[src/sv/scnr_pkg.sv]
// Package for the satellite carrier-to-noise converter.
// Holds widths, Horner coefficients and the stage records shared by the cells.
// No dependencies.
package scnr_pkg;

  localparam int RAW_W  = 16;
  localparam int OUT_W  = 20;
  localparam int RAD_W  = 36;
  localparam int ROOT_W = RAD_W / 2;
  localparam int REM_W  = ROOT_W + 2;
  localparam int FRAC_W = 16;
  localparam int Y_W    = 38;
  localparam int P_W    = ROOT_W + 1 + Y_W;
  localparam int HRN_N  = 5;

  localparam logic [RAW_W-1:0] CN_OFFSET = RAW_W'(3000);
  localparam logic [OUT_W-1:0] OUT_MAX   = '1;
  localparam logic [OUT_W-1:0] CNR_TOP   = OUT_W'(588570);

  localparam logic signed [Y_W-1:0] HRN_Y0 = Y_W'(64'sd16346 * 64'sd65536);

  localparam logic signed [Y_W-1:0] HRN_K [HRN_N] = '{
    Y_W'(-(64'sd143410 * 64'sd65536)),
    Y_W'(64'sd502590 * 64'sd65536),
    Y_W'(-(64'sd889770 * 64'sd65536)),
    Y_W'(64'sd895650 * 64'sd65536),
    Y_W'(64'sd588570 * 64'sd65536)
  };

  localparam logic HRN_NEG [HRN_N] = '{1'b0, 1'b0, 1'b0, 1'b0, 1'b1};

  typedef struct packed {
    logic             valid;
    logic [RAD_W-1:0] rad;
    logic [REM_W-1:0] rem;
    logic [ROOT_W-1:0] root;
  } sqrt_stage_t;

  typedef struct packed {
    logic                    valid;
    logic [ROOT_W-1:0]       x;
    logic signed [Y_W-1:0]   y;
  } hrn_stage_t;

endpackage

[src/sv/scnr_horner_cell.sv]
// One Horner step in Q16: y' = floor(x*y / 2^16) + K, or K minus that term.
// Multiply stage, then add stage. Depends on scnr_pkg.
module scnr_horner_cell #(
  parameter logic signed [scnr_pkg::Y_W-1:0] K   = '0,
  parameter logic                            NEG = 1'b0
) (
  input  logic                 clk,
  input  logic                 rst_n,
  input  logic                 en,
  input  scnr_pkg::hrn_stage_t d,
  output scnr_pkg::hrn_stage_t q
);
  import scnr_pkg::*;

  logic                  m_valid_r;
  logic [ROOT_W-1:0]     m_x_r;
  logic signed [P_W-1:0] m_prod_r;
  logic signed [P_W-1:0] prod_nxt;
  logic signed [Y_W-1:0] term;
  logic signed [Y_W-1:0] y_nxt;

  always_comb begin
    prod_nxt = P_W'($signed({1'b0, d.x}) * d.y);
    term     = Y_W'(m_prod_r >>> FRAC_W);
    y_nxt    = NEG ? K - term : term + K;
  end

  always_ff @(posedge clk) begin
    if (!rst_n) begin
      m_valid_r <= 1'b0;
      q.valid   <= 1'b0;
    end else if (en) begin
      m_valid_r <= d.valid;
      q.valid   <= m_valid_r;
    end
  end

  always_ff @(posedge clk) begin
    if (en) begin
      m_x_r    <= d.x;
      m_prod_r <= prod_nxt;
      q.x      <= m_x_r;
      q.y      <= y_nxt;
    end
  end

endmodule

[config.mk]
export PLATFORM = sky130hd
export DESIGN_NAME = scnr_horner_cell
export DESIGN_NICKNAME = d
export VERILOG_FILES = /design/src/sv/scnr_pkg.sv /design/src/sv/scnr_horner_cell.sv
export SDC_FILE = /design/constraint.sdc
export NUM_CORES = 2
export LEC_CHECK = 0
export ABC_AREA = 1
export BUFFER_PORTS_ARGS = -buffer_cell sky130_fd_sc_hd__buf_2
export CAP_MARGIN = 30
export CORE_MARGIN = 5
export CORE_UTILIZATION = 66
export CTS_BUF_LIST = sky130_fd_sc_hd__clkbuf_4
export DETAILED_ROUTE_END_ITERATION = 8
export PLACE_DENSITY = 0.85
export SLEW_MARGIN = 30
export SYNTH_ARGS = -nofsm -noshare
export SYNTH_HDL_FRONTEND = slang
export SYNTH_SLANG_ARGS = --single-unit
[constraint.sdc]
create_clock -name clk -period 7.1 [get_ports clk]
set_input_delay 0.71 -clock clk [delete_from_list [all_inputs] [get_ports clk]]
set_output_delay 0.71 -clock clk [all_outputs]
set_load 0.02 [all_outputs]
* Yosys cells after proc, flatten, opt, wreduce, memory -nomap -nowiden
Index checks and enable logic that the tools add are counted.
** Word-level totals
- Memories :: 0
- Bits in registers :: 130
- Bits of input ports :: 60
- Latch bits :: 0
- Word-level logic and storage cells :: 7
- Bits in read-only memories :: 0
- Memory bits (writable) :: 0
- Output and inout bits :: 57
** Cells by class
- $lt $le $gt $ge :: 0
- $mul :: 1
- Multiplexer cells :: 0
- Reductions and logical operators :: 0
- Bitwise gates (word level) :: 0
- Add/subtract/negate cells :: 0
- Equality and inequality tests :: 0
- Divide/modulo/power cells :: 0
- Shift-type cells :: 0
** Operator list (count)
- 19-bit by 38-bit multiplier with 54-bit output :: 1

* Depth between registers and ports, before layout
- Depth in word-level cells :: 1
- Gate-level depth with buffers :: 29
- Gate-level depth less buffers :: 27

* Least setup slack after synthesis
OpenSTA, ideal clock, no wires.
- Kind :: input to register
- From :: input port d[41] (netlist bit)
- To :: register m_prod_r[53], data pin
- Setup time :: 0.252 ns
- Data arrival time :: 5.961 ns
- Stages :: 24
- Data required time :: 6.848 ns
- Buffers on the path :: 2
- Path slack :: 0.887 ns
- Cell sequence :: clkbuf_1 > clkbuf_1 > nand2_1 > inv_1 > fa_1 > fa_1 > fa_1 > inv_1 > fa_1 > inv_1 > fa_1 > inv_1 > fa_1 > inv_1 > ha_1 > nand2_1 > nor3_1 > and2_1 > and3_1 > nand2_1 > inv_1 > nor2_1 > nand2_1 > nand2_1
** On the way
- Cells in the longest elaborated chain, start to end :: 1
** Ends and longest elaborated chain
- start: declaration :: RTL line scnr_horner_cell.sv:10 : input scnr_pkg::hrn_stage_t d,
- 19-bit by 38-bit multiplier with 54-bit output :: RTL line scnr_horner_cell.sv:23 : prod_nxt = P_W'($signed({1'b0, d.x}) * d.y);
- net prod_nxt[53] :: RTL line scnr_horner_cell.sv:18 : logic signed [P_W-1:0] prod_nxt;
- end signal: assignment :: RTL line scnr_horner_cell.sv:41 : m_prod_r <= prod_nxt;
- end: declaration :: RTL line scnr_horner_cell.sv:17 : logic signed [P_W-1:0] m_prod_r;
The timed path passes the listed nets, and every way through them passes these cells.
A chain may end at the register's enable or synchronous reset.

* Worst setup path in the final report
- From :: input port d[44] (netlist bit)
- To :: register m_prod_r[26], data pin
The elaborated chain is that of the path after synthesis.

==> results.cfg <==
[timing]
setup_violations = 0
worst_pin_slew_ns = 0.9191
fmax_ghz = 0.1538
hold_viol_final = 0
post-route-period-util = 0.9161
slew_viol_final = 0
fin_crit_ns = 6.504
rsz0062_at_grt = false
final.setup.tns_ns = 0
finalClockSkew_ns = 0.03539
hold_ws_ns = 0.3845
slew_headroom = 0.3872

[synthesis]
syn_nets = 4396
synth-edff-count = 112
syn_area_per_cell_um2 = 7.934
synth_area_leaders = fa_1 (45%), inv_1 (16%), nand2_1 (13%)
netlist_area_um2 = 28370
postSynthCellCount = 3576
ys_async_sr_fraction = 0
ys_seq_area_frac = 0.1200
synth_cell_types = 37
synth_top_cell_area_share = 0.4460
ys.flop_type = edfxtp_1
ys_ff_latch = 114
ys_warn_count = 0
yosysTopAreaCell = fa_1

[global_routing]
grt_first_pass_wirelength_um = 118500
grt.total_usage = 0.3167
grt_max_degree = 73
grt_overflow_total = 0
grt_pass1_vias = 23401
antenna_found_initial = 3

[routing]
remaining_drc_errors = 0
via_count = 21873
vias_per_cell = 5.266
routed_wl_um = 70690
firstDrtPassIters = 7
drt_first_iter_violations = 1961
routedWlPerCell_um = 17.02
antenna_left = 0

[worst_hold_path]
min_path_cells = 3
hold_path_class = in2reg

[floorplan]
fp.dieArea_um2 = 47230
core_area_um2 = 42790
num_rows = 76
initial_core_util = 0.6630
io_pins = 117
die_height_um = 217.3
die_w_um = 217.3

[clocking]
numCtsBuffers = 17
postCtsSetupBuffers = 0
root_buffer = clkbuf_4
cts_hold_buffers = 0
htree_levels = 4
clk_path_buf_depth = 2
tritoncts = yes
numClockSinks = 114
clk_latency_ns = 0.58
clk_pin_slew_ns = 0.12
ctsResizeCount = 0

[cells_and_area]
fin_area_um2 = 29690
syn2layout_area_growth_pct = 4.666
seq_area_um2 = 3403
nets = 4412
drive_above_1_share = 0.05825
multi_input_area_um2 = 19760
nFillCells = 3356

[setup_path]
crit_arrival_ns = 6.79
crit_path_end_kind = register
critPathLaunchType = input pin
cp.required_ns = 7.39
path_max_fanout = 33
reg2regPathDepth = 0
worst-setup-path-type = in2reg

[flow_run]
maxCapViolCount = 0

[place]
io_buffer_count = 116
gp_congestion = 0.9867
hpwlAfterDp_um = 58560
placed_cell_area_um2 = 29360

[run_status]
status = finished clean
==> kinds of logic after synthesis <==
kind of cell,synth area share
simple gates,0.1649
compound gates,0.02232
fa+ha+maj,0.5024
buf+inv,0.1836
xor+xnor,0.006792
flops,0.1200
==> flip-flops by register name (all words and copies together) (netlist names) <==
register / flops
q: 57
m_prod_r: 38
m_x_r: 18
m_valid_r: 1
==> cell usage in the layout (no fill, tap or decap), drive strengths merged, types with 15 or more instances in the layout <==
cell type and n:
nand3 48, xor2 15, nor2 114, edfxtp 112, nand2 986, a21oi 66
ha 128, inv 1241, clkbuf 17, fa 632, buf 145, o21ai 35
==> per-layer routing <==
layer	GRT usage	routed length (um)	up-vias
met3	0.05063	6451	237
met4	0.1178	3131	0
met1	0.4036	25990	10627
met5	0	0	-
li1	-	-	9885
met2	0.5522	35120	1124
==> area by class of cell <==
class,count,share of cell area
clock inverters,15,0.006573
well taps,546,0.02301
flip-flops and latches,114,0.1146
diodes,3,0.0002528
repair buffers,145,0.02992
clock buffers,17,0.004298
multi-input cells,2080,0.6654
inverters,1234,0.1560
==> path summary, 6_finish.rpt <==
kind	start	endpoint	slack [ns]
worst min-delay path	d[56]	m_valid_r	0.38
worst max register to register	m_prod_r[39]	q[23]	6.28
worst max-delay path	d[44]	m_prod_r[26]	0.60
worst min register to register	m_x_r[7]	q[45]	0.41
==> worst max-delay path: stages <==
cell and delay (ns):
buf_2 0.59, buf_4 0.27, nand2_1 0.06, inv_1 0.09, fa_1 0.41, inv_1 0.09
fa_1 0.41, fa_1 0.51, inv_1 0.05, fa_1 0.54, fa_1 0.50, inv_1 0.06
fa_1 0.48, inv_1 0.05, ha_1 0.41, nand2_1 0.17, nor2_1 0.30, inv_1 0.08
nor2_1 0.14, inv_1 0.08, nor2_1 0.13, a21oi_1 0.18, xnor2_1 0.44
==> cell usage after synthesis (2+ instances only) <==
| cell type | n |
|---|---|
| a21boi_0 | 2 |
| a21o_1 | 6 |
| a21oi_1 | 66 |
| and2_1 | 2 |
| and3_1 | 2 |
| buf_1 | 27 |
| buf_2 | 3 |
| buf_4 | 3 |
| clkbuf_1 | 114 |
| dfxtp_1 | 2 |
| edfxtp_1 | 112 |
| fa_1 | 632 |
| ha_1 | 128 |
| inv_1 | 1232 |
| inv_2 | 2 |
| nand2_1 | 968 |
| nand2_2 | 16 |
| nand2_4 | 2 |
| nand3_1 | 47 |
| nand3b_1 | 2 |
| nand4_1 | 12 |
| nor2_1 | 109 |
| nor2_2 | 3 |
| nor2_4 | 2 |
| nor3_1 | 5 |
| nor3_2 | 2 |
| nor4_1 | 2 |
| nor4_2 | 2 |
| o21a_1 | 2 |
| o21ai_0 | 35 |
| o21bai_1 | 7 |
| or2_2 | 2 |
| xnor2_1 | 7 |
| xor2_1 | 15 |
==> metrics by stage <==
stage	cells	setup slack [ns]	utilization
finish	4154	0.5960	0.6939
global route	4153	0.4129	0.6939
CTS	4151	0.8005	0.6938
detailed placement	4119	0.2038	0.6862
global placement	4119	0.2726	0.6862
floorplan	3576	0.8867	-
Power is left out: the tool's default activity adds up to more than one toggle a clock period on the data nets, which glitch-free logic cannot reach.
