===== config.mk =====
export PLATFORM = sky130hd
export DESIGN_NAME = scnr_sqrt_cell
export DESIGN_NICKNAME = d
export VERILOG_FILES = /design/src/sv/scnr_pkg.sv /design/src/sv/scnr_sqrt_cell.sv
export SDC_FILE = /design/constraint.sdc
export NUM_CORES = 1
export LEC_CHECK = 0
export ABC_CLOCK_PERIOD_IN_PS = 6000
export BUFFER_PORTS_ARGS = -buffer_cell sky130_fd_sc_hd__clkbuf_2
export CORE_ASPECT_RATIO = 1.2
export CORE_MARGIN = 5
export CORE_UTILIZATION = 40
export DETAILED_ROUTE_END_ITERATION = 10
export PLACE_DENSITY = 0.7
export SYNTH_ARGS = -nofsm -noshare
export SYNTH_HDL_FRONTEND = slang
export SYNTH_SLANG_ARGS = --single-unit

===== constraint.sdc =====
create_clock -name clk -period 6 [get_ports clk]
set_input_delay 1.2 -clock clk [delete_from_list [all_inputs] [get_ports clk]]
set_output_delay 1.2 -clock clk [all_outputs]
set_load 0.05 [all_outputs]

===== src/sv/scnr_pkg.sv =====
// Package for the satellite carrier-to-noise converter.
// Holds widths, Horner coefficients and the stage records shared by the cells.
// No dependencies.
package scnr_pkg;

  localparam int RAW_W  = 16;
  localparam int OUT_W  = 20;
  localparam int RAD_W  = 36;
  localparam int ROOT_W = RAD_W / 2;
  localparam int REM_W  = ROOT_W + 2;
  localparam int FRAC_W = 16;
  localparam int Y_W    = 38;
  localparam int P_W    = ROOT_W + 1 + Y_W;
  localparam int HRN_N  = 5;

  localparam logic [RAW_W-1:0] CN_OFFSET = RAW_W'(3000);
  localparam logic [OUT_W-1:0] OUT_MAX   = '1;
  localparam logic [OUT_W-1:0] CNR_TOP   = OUT_W'(588570);

  localparam logic signed [Y_W-1:0] HRN_Y0 = Y_W'(64'sd16346 * 64'sd65536);

  localparam logic signed [Y_W-1:0] HRN_K [HRN_N] = '{
    Y_W'(-(64'sd143410 * 64'sd65536)),
    Y_W'(64'sd502590 * 64'sd65536),
    Y_W'(-(64'sd889770 * 64'sd65536)),
    Y_W'(64'sd895650 * 64'sd65536),
    Y_W'(64'sd588570 * 64'sd65536)
  };

  localparam logic HRN_NEG [HRN_N] = '{1'b0, 1'b0, 1'b0, 1'b0, 1'b1};

  typedef struct packed {
    logic             valid;
    logic [RAD_W-1:0] rad;
    logic [REM_W-1:0] rem;
    logic [ROOT_W-1:0] root;
  } sqrt_stage_t;

  typedef struct packed {
    logic                    valid;
    logic [ROOT_W-1:0]       x;
    logic signed [Y_W-1:0]   y;
  } hrn_stage_t;

endpackage


===== src/sv/scnr_sqrt_cell.sv =====
// One digit of the integer square root: shift in two radicand bits,
// trial-subtract, append a root bit. Depends on scnr_pkg.
module scnr_sqrt_cell (
  input  logic                  clk,
  input  logic                  rst_n,
  input  logic                  en,
  input  scnr_pkg::sqrt_stage_t d,
  output scnr_pkg::sqrt_stage_t q
);
  import scnr_pkg::*;

  logic [REM_W+1:0] rem_sh;
  logic [REM_W+1:0] trial;
  logic             ge;
  sqrt_stage_t      nxt;

  always_comb begin
    rem_sh    = {d.rem, d.rad[RAD_W-1 -: 2]};
    trial     = {{(REM_W-ROOT_W){1'b0}}, d.root, 2'b01};
    ge        = rem_sh >= trial;
    nxt.valid = d.valid;
    nxt.rad   = {d.rad[RAD_W-3:0], 2'b00};
    nxt.rem   = ge ? REM_W'(rem_sh - trial) : REM_W'(rem_sh);
    nxt.root  = {d.root[ROOT_W-2:0], ge};
  end

  always_ff @(posedge clk) begin
    if (!rst_n) begin
      q.valid <= 1'b0;
    end else if (en) begin
      q.valid <= nxt.valid;
    end
  end

  always_ff @(posedge clk) begin
    if (en) begin
      q.rad  <= nxt.rad;
      q.rem  <= nxt.rem;
      q.root <= nxt.root;
    end
  end

endmodule


* Word-level counts from Yosys, hierarchy flattened
Index checks and enable logic that the tools add are counted.
** Storage, ports and cells
- Memory bits (writable) :: 0
- Memories :: 0
- Register bits :: 73
- Logic and storage cells :: 7
- Memory bits (read-only) :: 0
- Output and inout bits :: 75
- Bits in latches :: 0
** Cells by class
- Multiplexer cells :: 1
- Magnitude comparators :: 1
- Shift operators :: 0
- Bitwise gates (word level) :: 0
- Reduce and logical (&&, ||, !) cells :: 0
- Equality and inequality tests :: 0
- $mul :: 0
- $add $sub $neg :: 1
- Div/mod/pow operators :: 0
** Operators by type and width (number)
- >= comparator 22 x 20 -> 1 bit :: 1
- 2-to-1 mux 20 bit :: 1
- subtractor 20 bit :: 1

* Longest topological paths before layout
Gate-level depths: netlist of run 1.
- Depth after elaboration :: 2
- Mapped depth :: 10
- Gate-level depth less buffers :: 8

* Worst setup path before layout of run 1
OpenSTA, ideal clock, no wires.
- Kind :: input-to-reg
- Start point :: input d[10] (netlist name)
- End point :: register q[30] (netlist name) (data pin)
- Stages :: 9
- Path buffers :: 1
- Setup slack :: 2.637 ns
- Arrival :: 3.102 ns
- Library setup time :: 0.260 ns
- Cell sequence :: inv_1 > ha_1 > a21oi_1 > a21boi_0 > a311o_2 > a21oi_2 > a211o_4 > buf_6 > mux2_4
** RTL lines
- start: declaration :: RTL line scnr_sqrt_cell.sv:7 : input scnr_pkg::sqrt_stage_t d,
- end: declaration :: RTL line scnr_sqrt_cell.sv:8 : output scnr_pkg::sqrt_stage_t q

==> flow_summary.toml, run 1 <==
[run_status]
status = "finished clean"

[job]
drv_cap = 0

[routing]
wl_met2_um = 4220
wl_met1_um = 3100
drtAntennaViolNets = 0
remaining_drc_errors = 0
vias_per_cell = 4.89
wl_met3_um = 688
drt_iter0_markers = 180
drt-pass1-iter-count = 4
route.vias.total = 2698
drt-wirelength-per-cell_um = 14.8
top_layer = "met4"
wl_um = 8170

[sta]
slew_headroom = 0.404
setup_violations = 0
slew_viol_final = 0
fmaxAchievable_mhz = 286
fin_crit_sh = 0.582
rsz0062_at_grt = "no"
tightestPinTransition_ps = 894
clock_skew_ps = 0
tns_ps = 0
final_period_minus_worst_setup_slack_ps = 3490
hold_viol = 0

[global_route]
grt_antenna_before_repair = 0
overflow = 0
grt_pass1_wl_um = 12900
grt_pass1_vias = 2747
grt_max_degree = 74
track_usage = 0.147

[layout]
antenna_cells = 0
final_nets = 525
areaGrowthSynthToFinish_pct = 28.3
final_cells = 552
final_common_cell = "clkbuf_2"
ff_latch_area_um2 = 2180
top_register = "q"
mostFrequentLayoutCells = "clkbuf_2, edfxtp_1, inv_1"
largest_reg_flops = 73
fillers = 852
reg_top3 = "q (73)"
multi_input_area_um2 = 1360
drive_above_1_share = 0.440

[synthesis]
synth_cell_types = 50
yosysWarnings = 0
synth_area_um2 = 3690
ys_seq_elements = 73
async_flop_share = 0
syn_inst = 271
avgSynthCellArea_um2 = 13.6
synthFlopType = "edfxtp_1"
seq_area_frac_synth = 0.592
synth-edff-count = 72

[worst_setup_path]
reg2reg_from = "q[74]"
critical_path.top_delay_family = "compound AO/OA/AOI/OAI gates"
worstPathArrival_ps = 3600
crit_path_top_delay_cell = "o311ai_0"
cpPeakStageDelay_ps = 610
cp_cell_sequence = "clkbuf_2, inv_1, ha_1, nand4_1, nor4_1, o31ai_1, o311ai_0, xor2_1, mux2_4"
crit_buf_inv = 2
crit_path_end_kind = "flop"
ff2ff_path_depth = 2
rr_endpoint = "q[74]"
critical_path_class = "primary input to flop"
critical_path_peak_fanout = 7
crit_required_ps = 6100
startpoint_type = "primary input"
r2r_setup_slack_ps = 5410

[die]
rows = 38
fp.dieW_um = 97.6
start_util = 0.408
io_pins = 153
die_h_um = 115
die_area_um2 = 11200
core_um2 = 9030

[clock_network]
hold_buffers = 0
htree_levels = 3
cts-resized-gates = 0
ctsRootBufferMaster = "clkbuf_8"
numCtsBuffers = 9
clkTransAtPathRegs_ps = 70
clk_latency_ps = 340
cts_setup_buffers = 0
clkSinkCount = 73
clockBufferDepth = 2
tritoncts = "built"

[place]
dpl.cell_count = 536
numPortBuffers = 150
place_congestion = 0.878
dpl.hpwl_um = 6480

[hold_path]
holdCritPathClass = "flop to flop"
hold_path.startpoint = "q[74]"
hold_depth = 2
hold_end = "q[74]"

[power]
clkPwrFrac = 0.250
peakVddDrop_mv = 0.119
switchingPower_uw = 509
p_int_uw = 960
swShare = 0.347
power_leakage_nw = 2.13
pwr-share-comb = 0.315
powerDensity_nw_per_um2 = 311
power_frac_seq = 0.435
per-stage QoR:
step	hold slack (ps)	util	power, mW	cell area, µm²	setup WS, ps
floorplan	743	-	1.01	3690	2640
global placement	498	0.503	1.11	4540	2270
detailed placement	508	0.503	1.12	4540	2210
CTS	525	0.524	1.49	4730	2560
global route	557	0.524	1.54	4730	2360
finish	523	0.524	1.47	4730	2510
cell families (layout without fill, tap and decap cells):
kind of cell / after synthesis / count (layout) / share of synthesized area
AO/OA/AOI/OAI: 53 / 53 / 0.100
XOR/XNOR: 18 / 18 / 0.0428
buffers and inverters: 32 / 192 / 0.0404
adder cells (fa/ha/maj): 20 / 20 / 0.0679
AND/OR/NAND/NOR: 53 / 53 / 0.0753
flip-flops: 73 / 73 / 0.592
other: 1 / 2 / 0.00102
multiplexers: 21 / 21 / 0.0804
worst min-delay path, cell delays in order, from the launching register on:
cell and delay (ps):
dfxtp_1 330, mux2i_1 70, nor2b_1 90
power by group through the flow:
stage | logic [mW] | clock network (mW) | registers [mW]
6_report | 0.462 | 0.368 | 0.639
5_1_grt | 0.491 | 0.407 | 0.645
4_1_cts | 0.467 | 0.379 | 0.640
3_5_place_dp | 0.466 | 0 | 0.651
3_3_place_gp | 0.460 | 0 | 0.649
2_1_floorplan | 0.167 | 0 | 0.840
final cells by class:
cell class	count	share of cell area
multi-input combinational	167	0.288
clock inverter	6	0.0124
tap	120	0.0317
inverter	26	0.0206
clock buffer	10	0.0270
sequential	73	0.461
timing repair buffer	150	0.159
cell usage after synthesis, drive strengths merged, types with 3 or more instances:
cell / n / area share
edfxtp: 72 / 0.59
inv: 26 / 0.026
ha: 20 / 0.068
mux2: 18 / 0.072
a21oi: 17 / 0.024
nor2: 15 / 0.015
nand2: 12 / 0.014
xor2: 10 / 0.024
o21ai: 9 / 0.012
xnor2: 8 / 0.019
nand3: 6 / 0.0081
nor4: 6 / 0.014
a211oi: 5 / 0.010
buf: 5 / 0.013
nor3: 5 / 0.0068
o21a: 4 / 0.0081
mux2i: 3 / 0.0081
o31ai: 3 / 0.0061
routing by layer:
metal / global-route usage / up-vias
met5: 0 / -
met4: 0.0628 / 0
met3: 0.0558 / 14
met2: 0.267 / 116
met1: 0.152 / 1248
li1: - / 1320
worst max-delay path by stage:
| stage | from | endpoint | slack [ps] | cells past startpoint |
|---|---|---|---|---|
| after floorplan | d[10] | q[30] | 2640 | 9 |
| after global placement | d[5] | q[35] | 2270 | 9 |
| after detailed placement | d[13] | q[37] | 2210 | 9 |
| after CTS | d[5] | q[35] | 2560 | 9 |
| after global routing | d[5] | q[35] | 2360 | 9 |
| final | d[5] | q[35] | 2510 | 9 |
No activity file was read; power rests on OpenSTA's default activity.
==> run 2: changes to the inputs <==
--- a/config.mk
+++ b/config.mk
@@ -5,13 +5,14 @@
 export SDC_FILE = /design/constraint.sdc
 export NUM_CORES = 1
 export LEC_CHECK = 0
-export ABC_CLOCK_PERIOD_IN_PS = 6000
+export ABC_AREA = 1
+export ABC_CLOCK_PERIOD_IN_PS = 3350
 export BUFFER_PORTS_ARGS = -buffer_cell sky130_fd_sc_hd__clkbuf_2
 export CORE_ASPECT_RATIO = 1.2
 export CORE_MARGIN = 5
 export CORE_UTILIZATION = 40
 export DETAILED_ROUTE_END_ITERATION = 10
-export PLACE_DENSITY = 0.7
+export PLACE_DENSITY = 0.69
 export SYNTH_ARGS = -nofsm -noshare
 export SYNTH_HDL_FRONTEND = slang
 export SYNTH_SLANG_ARGS = --single-unit
==> constraint.sdc (replaced) <==
create_clock -name clk -period 3.35 [get_ports clk]
set_input_delay 0.67 -clock clk [delete_from_list [all_inputs] [get_ports clk]]
set_output_delay 0.67 -clock clk [all_outputs]
set_load 0.05 [all_outputs]
==> run 2 against run 1 <==
Flip-flop and latch count did not move. First-iteration DRC count rose by 7.8%. Critical path depth rose by 3. Count of clock-buffer cells in the layout rose by 2. Utilization rose by 0.65 points. Sequential share of layout area fell by 2.2 points. Largest cell class unchanged.
==> flow_summary.toml, run 2 <==
[run_status]
status = "finished clean"

[power]
peakVddDrop_mv = 0.270
finalPower_mw = 2.85
power_leakage_nw = 2.55
powerDensity_nw_per_um2 = 574

[worst_setup_path]
crit_required_ps = 3430
reg2reg_from = "q[74]"
startpoint_type = "primary input"
crit_buf_inv = 3
cp_common_cell = "nand2_1"
cpPeakStageDelay_ps = 340
critical_path.top_delay_family = "simple AND/OR/NAND/NOR gates"
critical_path_peak_fanout = 13
worstPathArrival_ps = 2460
startpoint = "d[3]"
cp_cell_sequence = "clkbuf_2, inv_1, ha_1, a21oi_1, nand3_2, nand2_1, nand2_1, nand2_1, nand2_2, buf_4, nand3_1, nand2_1"
crit_path_top_delay_cell = "ha_1"
critical_path_class = "primary input to flop"
crit_path_end_kind = "flop"

[sta]
tightestPinTransition_ps = 923
rsz0062_at_grt = "no"
slew_viol_final = 0
slew_headroom = 0.385
final_period_minus_worst_setup_slack_ps = 2380
clock_skew_ps = 0
whs_ps = 517
tns_ps = 0
fmaxAchievable_mhz = 420
setup_violations = 0
hold_viol = 0
fin_crit_sh = 0.711

[routing]
drt_iter0_markers = 194
wl_um = 9660
remaining_drc_errors = 0
drt-wirelength-per-cell_um = 14.0
vias_per_cell = 4.66
drt-pass1-iter-count = 4
drtAntennaViolNets = 0
route.vias.total = 3217

[layout]
ff_latch_area_um2 = 2180
reg_top3 = "q (73)"
antenna_cells = 0
multi_input_area_um2 = 1320
final_nets = 661
largest_reg_flops = 73
mostFrequentLayoutCells = "nand2_1, clkbuf_2, edfxtp_1"
final_cells = 691
areaGrowthSynthToFinish_pct = 31.2
fillers = 879
top_register = "q"
drive_above_1_share = 0.299

[synthesis]
seq_area_frac_synth = 0.577
avgSynthCellArea_um2 = 9.32
ys_top_cells_by_count = "nand2_1, edfxtp_1, inv_1, nand3_1, nor2_1"
yosysMostFrequentCell = "nand2_1"
synth_top_area_cell = "edfxtp_1"
ys_seq_elements = 73
synth-edff-count = 72
syn_inst = 406
async_flop_share = 0
synthFlopType = "edfxtp_1"
yosys-top-cells-area = "edfxtp_1, nand2_1, ha_1"
synth_cell_types = 26
synth_top_area_share = 0.571
synth_area_um2 = 3780
yosysWarnings = 0

[clock_network]
cts-resized-gates = 0
clk_latency_ps = 320
clockBufferDepth = 2
clkSinkCount = 73
clkTransAtPathRegs_ps = 60
ctsRootBufferMaster = "clkbuf_16"
hold_buffers = 0
cts_setup_buffers = 0
htree_levels = 3
tritoncts = "built"
numCtsBuffers = 9

[global_route]
overflow = 0
track_usage = 0.171
grt_pass1_wl_um = 15200
grt_max_degree = 75
grt_antenna_before_repair = 0
grt_pass1_vias = 3174

[hold_path]
holdCritPathClass = "primary input to flop"
hold_path.startpoint = "d[63]"

[die]
die_h_um = 117
core_um2 = 9370
io_pins = 153
fp.dieW_um = 98.8
rows = 39
die_area_um2 = 11500
start_util = 0.404

[job]
drv_cap = 0

[place]
dpl.cell_count = 675
dpl.hpwl_um = 7760
numPortBuffers = 150
place_congestion = 0.879
[run 2: worst reg2reg max path, stage by stage, from the launching register on]
cell,delay [ps]
dfxtp_1,300
o21ai_0,190
a21oi_1,60
[run 2: final cells by class]
| type | count | share of cell area |
|---|---|---|
| sequential | 73 | 0.439 |
| multi-input combinational | 264 | 0.266 |
| timing repair buffer | 151 | 0.153 |
| clock buffer | 12 | 0.0517 |
| inverter | 64 | 0.0484 |
| tap | 123 | 0.0310 |
| clock inverter | 4 | 0.0103 |
[run 2: per-stage QoR]
stage | setup slack (ps) | area [µm²] | util
4_1_cts | 958 | 4970 | 0.530
2_1_floorplan | 1140 | 3790 | -
3_5_place_dp | 610 | 4660 | 0.497
3_3_place_gp | 651 | 4660 | 0.497
5_1_grt | 687 | 4970 | 0.530
6_report | 969 | 4970 | 0.530
[run 2: logic make-up after synthesis]
| group | count (synthesis) | share of synthesized area |
|---|---|---|
| buffers and inverters | 70 | 0.0751 |
| adders and majority gates | 20 | 0.0661 |
| DFF | 73 | 0.577 |
| AOI/OAI and AO/OA | 24 | 0.0337 |
| and+or+nand+nor | 209 | 0.227 |
| xor gates and xnor gates | 9 | 0.0208 |
| other | 1 | 0.000991 |
[run 2: final timing paths]
| kind | endpoint | slack [ps] | cells past startpoint |
|---|---|---|---|
| hold reg to reg | q[74] | 570 | 2 |
| setup / recovery | q[36] | 970 | 12 |
| hold / removal | q[65] | 520 | 1 |
| setup reg to reg | q[74] | 2650 | 2 |
[run 2: report_power, final]
group / switching, mW / internal [mW]
Sequential: 0.0256 / 1.11
Clock: 0.350 / 0.617
Combinational: 0.558 / 0.184
Total: 0.934 / 1.92
[run 2: metal layers]
metal / vias up / share of wire / track usage
met2: 129 / 0.50 / 0.304
li1: 1624 / - / -
met4: 0 / 0.018 / 0.0574
met3: 12 / 0.083 / 0.0508
met1: 1452 / 0.40 / 0.196
met5: - / 0 / 0
